==> src/hdl/crs_pkg.sv <==
// ----------------------------------------------------------------------------
// crs_pkg
// Shared constants, operation codes and lane stage enables for the spline
// evaluator.
// ----------------------------------------------------------------------------
`timescale 1ns / 1ps

package crs_pkg;

    // Default sizes, handed to the top-level parameters
    localparam int MAX_POINTS_DEF  = 64;
    localparam int COORD_WIDTH_DEF = 32;
    localparam int T_FRAC_BITS_DEF = 16;

    // Headroom above the coordinate width for the lane intermediates
    localparam int GUARD_BITS = 7;

    // Smallest usable point count, also the reset value of the register
    localparam int NUM_POINTS_MIN = 2;

    // Operation codes of an input transaction
    localparam logic OP_WRITE = 1'b0;
    localparam logic OP_EVAL  = 1'b1;

    // Load enables for the lane pipeline stages
    typedef struct packed {
        logic rd;    // table read
        logic coef;  // basis coefficients
        logic mul1;  // first Horner step
        logic mul2;  // second Horner step
        logic mul3;  // final Horner step
    } t_lane_en;

endpackage

==> src/hdl/crs_index.sv <==
// ----------------------------------------------------------------------------
// crs_index
// Section search: scales t by the section count, then derives the section,
// the four neighbour indices (clamped into the table) and the local u.
// ----------------------------------------------------------------------------
`timescale 1ns / 1ps

module crs_index import crs_pkg::*; #(
    parameter int MAX_POINTS  = MAX_POINTS_DEF,
    parameter int T_FRAC_BITS = T_FRAC_BITS_DEF,
    localparam int AW = $clog2(MAX_POINTS),
    localparam int NW = $clog2(MAX_POINTS + 1),
    localparam int TW = T_FRAC_BITS + 1
) (
    input  logic          i_clk,
    input  logic          i_en,
    input  logic [TW-1:0] i_t,
    input  logic [NW-1:0] i_num,
    output logic [AW-1:0] o_ia,
    output logic [AW-1:0] o_ib,
    output logic [AW-1:0] o_ic,
    output logic [AW-1:0] o_id,
    output logic [TW-1:0] o_u
);

    localparam logic [TW-1:0] T_ONE   = {1'b1, {T_FRAC_BITS{1'b0}}};
    localparam logic [NW-1:0] N_MIN   = NW'(NUM_POINTS_MIN);
    localparam logic [NW-1:0] N_MAX   = NW'(MAX_POINTS);
    localparam int            PW      = TW + AW;

    logic [NW-1:0] w_num;
    logic [AW-1:0] w_secs;
    logic [TW-1:0] w_t;
    logic [PW-1:0] n_tns;
    logic [PW-1:0] r_tns;
    logic [AW-1:0] r_secs;
    logic [AW:0]   w_sec_raw;
    logic [AW-1:0] w_sec;
    logic [AW:0]   w_sec2;

    // Clamp the point count and t, then scale
    always_comb begin
        if (i_num < N_MIN) begin
            w_num = N_MIN;
        end else if (i_num > N_MAX) begin
            w_num = N_MAX;
        end else begin
            w_num = i_num;
        end
        w_secs = AW'(w_num - NW'(1));
        w_t    = (i_t > T_ONE) ? T_ONE : i_t;
        n_tns  = PW'(w_t) * PW'(w_secs);
    end

    always_ff @(posedge i_clk) begin
        if (i_en) begin
            r_tns  <= n_tns;
            r_secs <= w_secs;
        end
    end

    // t equal to one lands in the last section with u at one
    always_comb begin
        w_sec_raw = r_tns[PW-1:T_FRAC_BITS];
        if (w_sec_raw >= {1'b0, r_secs}) begin
            w_sec = r_secs - AW'(1);
        end else begin
            w_sec = w_sec_raw[AW-1:0];
        end
        w_sec2 = {1'b0, w_sec} + (AW+1)'(2);
        o_ia   = (w_sec == '0) ? '0 : w_sec - AW'(1);
        o_ib   = w_sec;
        o_ic   = w_sec + AW'(1);
        o_id   = (w_sec2 > {1'b0, r_secs}) ? r_secs : w_sec2[AW-1:0];
        o_u    = TW'(r_tns - (PW'(w_sec) << T_FRAC_BITS));
    end

endmodule

==> config.mk <==
export PLATFORM = sky130hd
export DESIGN_NAME = crs_index
export DESIGN_NICKNAME = d
export VERILOG_FILES = /design/src/hdl/crs_pkg.sv /design/src/hdl/crs_index.sv
export SDC_FILE = /design/constraint.sdc
export NUM_CORES = 1
export LEC_CHECK = 0
export ABC_AREA = 0
export BUFFER_PORTS_ARGS = -buffer_cell sky130_fd_sc_hd__buf_2
export CORE_ASPECT_RATIO = 0.75
export CORE_UTILIZATION = 40
export CTS_BUF_LIST = sky130_fd_sc_hd__clkbuf_8
export DETAILED_ROUTE_END_ITERATION = 8
export PLACE_DENSITY_LB_ADDON = 0.2
export REMOVE_ABC_BUFFERS = 1
export SLEW_MARGIN = 20
export SYNTH_ARGS = -nofsm -noshare
export SYNTH_HDL_FRONTEND = slang
export SYNTH_SLANG_ARGS = --single-unit
==> constraint.sdc <==
create_clock -name i_clk -period 19.1 [get_ports i_clk]
set_clock_uncertainty 0.15 [all_clocks]
set_input_delay 2.865 -clock i_clk [delete_from_list [all_inputs] [get_ports i_clk]]
set_output_delay 2.865 -clock i_clk [all_outputs]
set_load 0.01 [all_outputs]
==> results of run 1 <==
-- synth_stat cells (2+ instances only) --
cell type	number	area, um^2
xnor2_1	24	210.2
mux2_1	3	33.78
ha_1	51	638.1
fa_1	61	1221
a41oi_1	2	17.52
nand2b_1	5	31.28
o21ai_1	6	30.03
nor3b_2	2	25.02
o211ai_1	2	15.01
and3_1	2	12.51
a21o_1	12	90.09
edfxtp_1	29	870.8
nor4_1	6	37.54
nand3_1	16	80.08
buf_2	7	35.03
mux2i_1	5	50.05
o21ai_0	10	50.05
nor2_1	30	112.6
a21oi_1	26	130.1
nand4_1	2	12.51
nor2b_1	3	18.77
and2_1	55	344.1
nor3_2	2	20.02
clkbuf_1	4	15.01
nand2_1	64	240.2
o21ai_2	4	35.03
o21a_1	3	22.52
o22ai_1	2	12.51
buf_4	16	120.1
a211oi_1	3	22.52
o21bai_1	3	22.52
xor2_1	8	70.07
inv_1	85	319.1
-- kinds of logic after synthesis --
| family | count (synthesis) | synth area share, % |
|---|---|---|
| AND/OR/NAND/NOR | 195 | 19.13 |
| flip-flops | 29 | 16.66 |
| adder cells (fa/ha/maj) | 112 | 35.58 |
| AO/OA/AOI/OAI | 89 | 11.76 |
| multiplexers | 10 | 2.083 |
| buffers and inverters | 113 | 9.433 |
| XOR/XNOR | 32 | 5.363 |
-- state kept, by name, summed over array words and instances, names as in the netlist --
| signal | count |
|---|---|
| r_secs | 6 |
| r_tns | 23 |
-- routing by layer --
layer,vias to the layer above,wire (um),global-route usage [%]
met4,0,85,2.360
met1,2018,5949,26.62
met3,8,501,3.167
met2,96,5434,31.73
li1,1985,-,-
met5,-,0,0
-- power by group through the flow --
stage	logic [mW]	registers [mW]	clock network, mW
2_1_floorplan	0.283	0.123	0
3_3_place_gp	0.396	0.122	0
3_5_place_dp	0.406	0.122	0
4_1_cts	0.408	0.120	0.0514
5_1_grt	0.459	0.123	0.0533
6_report	0.405	0.120	0.0495
-- metrics by stage --
| step | util (%) | cells | hold WS [ps] | area [um^2] |
|---|---|---|---|---|
| after floorplan | - | 553 | 2828 | 5056 |
| after global placement | 44.73 | 786 | 3091 | 5602 |
| after detailed placement | 44.73 | 786 | 3120 | 5602 |
| after CTS | 45.37 | 794 | 2824 | 5683 |
| after global routing | 45.44 | 794 | 2838 | 5692 |
| final | 45.44 | 794 | 2819 | 5692 |
-- area by class of cell --
| cell class | instances | share of cell area [%] |
|---|---|---|
| multi-input combinational | 438 | 68.01 |
| sequential | 29 | 15.30 |
| timing repair buffer | 67 | 5.935 |
| inverter | 86 | 5.672 |
| tap | 166 | 3.649 |
| clock buffer | 5 | 1.209 |
| clock inverter | 3 | 0.2198 |
-- worst max-delay path, cell delays in order --
cell	delay [ps]
buf_2	150
nor4_1	480
a41oi_1	420
nor2_1	950
nand2_1	200
fa_1	550
fa_1	520
fa_1	550
inv_1	40
ha_1	390
a211oi_1	110
nor2_1	280
nor4_1	90
o21ai_1	330
nand3_1	150
a31o_2	260
xnor2_1	120
-- path summary, 6_finish.rpt --
check	from	to	slack, ps
hold / removal	i_num[5]	r_secs[5]	2820
setup / recovery	i_t[10]	r_tns[19]	10500
==> flow_summary.json, run 1 <==
{
  "cts_sinks": 29,
  "synth_edf_count": 29,
  "grt_overflow": 0,
  "avgSynthCellArea_um2": 9.011,
  "max_clock_freq_mhz": 116.3,
  "slew_violations": 0,
  "ir_drop_uv": 44.59,
  "die_w_um": 134.0,
  "initial_utilization_pct": 41.73,
  "async_flop_share_pct": 0,
  "multi_input_area_um2": 3871,
  "holdCritPathClass": "in2reg",
  "nets": 765,
  "power_density_nw_per_um2": 101.0,
  "pwr-share-comb_pct": 70.5,
  "route.detailed.drc": 0,
  "vias": 4107,
  "power_mw": 0.5750,
  "min_path_cells": 3,
  "fin_crit_ps": 8601,
  "area_growth_pct": 8.906,
  "fp.dieH_um": 101.0,
  "postRouteWirelength_mm": 11.97,
  "synthCells": 580,
  "p_seq_share_pct": 20.9,
  "clkPwrFrac_pct": 8.6,
  "ys_types": 60,
  "clk_pin_slew_ps": 60,
  "internal_power_mw": 0.2986,
  "drv_cap": 0,
  "critPathCaptureType": "flip-flop",
  "timing.slew.headroom_pct": 27.51,
  "hold_violations": 0,
  "num_rows": 35,
  "netSwitchingPower_mw": 0.2764,
  "final.fill_count": 1269,
  "antenna_found_initial": 0,
  "fin_ws_ps": 10500,
  "drtAntennaViolNets": 0,
  "cts-root-buf": "clkbuf_8",
  "hpwl_mm": 10.00,
  "dr.pass1.iters": 5,
  "drt_iter0_markers": 251,
  "tightest_slew_ps": 1083,
  "leakagePower_nw": 2.662,
  "worstPathRequired_ps": 18980,
  "rsz0062_at_grt": "false",
  "switching_share_pct": 48.07,
  "yosysSeqAreaShare_pct": 16.66,
  "synth_area_um2": 5226,
  "crit_type": "in2reg",
  "place_ws_ps": 10010,
  "seqCellArea_um2": 870.8,
  "post-route-period-util_pct": 45.03,
  "gp_congestion": 0.9100,
  "htreeDepth": 2,
  "numCtsBuffers": 5,
  "cts_buffer_depth": 2,
  "setup_violations": 0,
  "port_buffers": 66,
  "track_usage_pct": 19.04,
  "tritoncts": "built",
  "ys_ff_latch": 29,
  "outcome": "finished clean",
  "grt_max_degree": 30,
  "first_global_vias": 4310,
  "postCtsSetupBuffers": 0,
  "core_area_um2": 12520,
  "critPathArrivalTime_ps": 8480,
  "cts.repair.resized": 0,
  "drive_gt1_share_pct": 14.81,
  "crit_fanout": 16,
  "pin_count": 67,
  "antenna_cells": 0,
  "dieArea_um2": 13530,
  "cts_hold_buf": 0,
  "synth.yosys.warnings": 0,
  "viasPerCell": 5.173,
  "grt_pass1_wl_mm": 20.58,
  "critPathLaunchType": "input pin",
  "final_cell_mix": "85 x inv_1, 66 x buf_2, 64 x nand2_1",
  "finalSetupTns_ps": 0,
  "wl_per_cell_um": 15.08,
  "synth_flop_cell": "edfxtp_1",
  "final_common_cell": "inv_1"
}
(Power assumes the default switching activity.)
==> run 2, diff against run 1 <==
==> constraint.sdc (replaced) <==
create_clock -name i_clk -period 7.2 [get_ports i_clk]
set_clock_uncertainty 0.15 [all_clocks]
set_input_delay 1.08 -clock i_clk [delete_from_list [all_inputs] [get_ports i_clk]]
set_output_delay 1.08 -clock i_clk [all_outputs]
set_load 0.01 [all_outputs]
==> flow_summary.json, run 2 (same netlist as run 1, synthesis figures left out) <==
{
  "antenna_found_initial": 0,
  "cts_sinks": 29,
  "first_global_vias": 4142,
  "tritoncts": "built",
  "fin_ws_ps": 739.1,
  "cts-root-buf": "clkbuf_8",
  "viasPerCell": 5.167,
  "drt_iter0_markers": 263,
  "timing.slew.headroom_pct": 52.55,
  "internal_power_mw": 0.7913,
  "holdCritPathClass": "in2reg",
  "cts.repair.resized": 0,
  "nets": 770,
  "fin_crit_ps": 6461,
  "num_rows": 35,
  "dp_cells": 791,
  "critPathArrivalTime_ps": 6340,
  "core_area_um2": 12520,
  "holdWs_ps": 1047,
  "slew_violations": 0,
  "grt_pass1_wl_mm": 20.02,
  "antenna_cells": 0,
  "route.detailed.drc": 0,
  "grt_max_degree": 30,
  "fp.dieH_um": 101.0,
  "htreeDepth": 2,
  "final_area_um2": 5715,
  "hold_violations": 0,
  "netSwitchingPower_mw": 0.7181,
  "hpwl_mm": 9.614,
  "leakagePower_nw": 2.687,
  "tightest_slew_ps": 709.0,
  "p_seq_share_pct": 21.1,
  "gp_congestion": 0.8783,
  "initial_utilization_pct": 41.73,
  "die_w_um": 134.0,
  "outcome": "finished clean",
  "worstPathRequired_ps": 7080,
  "rsz0062_at_grt": "false",
  "place_ws_ps": 470.1,
  "max_clock_freq_mhz": 154.8,
  "dieArea_um2": 13530,
  "track_usage_pct": 18.55,
  "biggestRegsByFlops": "r_tns (23), r_secs (6)",
  "postCtsSetupBuffers": 0,
  "numCtsBuffers": 5,
  "finalNonFillerCells": 798,
  "pwr-share-comb_pct": 70.9,
  "final_common_cell": "inv_1",
  "pin_count": 67,
  "cts_hold_buf": 0,
  "vias": 4123,
  "postRouteWirelength_mm": 11.50,
  "grt_overflow": 0,
  "dr.pass1.iters": 4,
  "drv_cap": 0,
  "post-route-period-util_pct": 89.73,
  "final_cell_mix": "86 x inv_1, 66 x buf_2, 64 x nand2_1",
  "crit_fanout": 16,
  "setup_violations": 0,
  "clkPwrFrac_pct": 8.0,
  "ir_drop_uv": 139.3,
  "clk_pin_slew_ps": 60,
  "finalSetupTns_ps": 0,
  "area_growth_pct": 9.361,
  "switching_share_pct": 47.58,
  "crit_type": "in2reg",
  "power_density_nw_per_um2": 264.1,
  "drive_gt1_share_pct": 14.87,
  "cts_buffer_depth": 2,
  "critPathLaunchType": "input pin",
  "wl_per_cell_um": 14.41,
  "place_area_um2": 5639,
  "port_buffers": 66,
  "critPathCaptureType": "flip-flop",
  "largest_register_ffs": 23,
  "drtAntennaViolNets": 0,
  "regMostFlops": "r_tns"
}
run 2: per-layer routing:
| layer | vias to the layer above | share of wire, % | GRT usage, % |
|---|---|---|---|
| li1 | 1990 | - | - |
| met1 | 2029 | 49 | 26.59 |
| met2 | 95 | 44 | 30.05 |
| met3 | 9 | 5.6 | 3.017 |
| met4 | 0 | 0.78 | 2.535 |
| met5 | - | 0 | 0 |
run 2: final timing paths:
path / start / end / slack, ps / cells after the start
hold / removal: i_num[5] / r_secs[5] / 1050 / 3
setup / recovery: i_num[2] / r_tns[19] / 740 / 22
run 2: metrics by stage:
stage / power [mW] / utilization (%)
2_1_floorplan: 1.076 / -
3_3_place_gp: 1.377 / 45.03
3_5_place_dp: 1.396 / 45.03
4_1_cts: 1.527 / 45.63
5_1_grt: 1.680 / 45.63
6_report: 1.509 / 45.63
run 2: critical path: stages:
cell      delay [ps]
buf_2            110
nor3_2            60
nor3b_2          160
or3b_2           500
ha_1             270
xnor2_1          290
nor2_1            80
buf_4            220
and2_1           190
fa_1             530
inv_1             50
fa_1             460
fa_1             550
inv_1             50
ha_1             370
a211oi_1         100
nor2_1           290
nor4_1           100
o21ai_1          320
nand3_1          170
a31o_2           270
xnor2_1          110
run 2: final cells by class:
| cell class | count | area (um^2) |
|---|---|---|
| clock inverter | 2 | 7.507 |
| clock buffer | 5 | 68.82 |
| inverter | 86 | 322.8 |
| fill | 1261 | 6809 |
| sequential | 29 | 870.8 |
| timing repair buffer | 72 | 375.4 |
| tap | 166 | 207.7 |
| multi-input combinational | 438 | 3862 |
run 2: power groups by stage:
| stage | clock network (mW) | registers, mW | logic (mW) |
|---|---|---|---|
| global route | 0.132 | 0.324 | 1.22 |
| detailed placement | 0 | 0.321 | 1.08 |
| CTS | 0.127 | 0.318 | 1.08 |
| finish | 0.121 | 0.318 | 1.07 |
| floorplan | 0 | 0.326 | 0.750 |
| global placement | 0 | 0.321 | 1.06 |
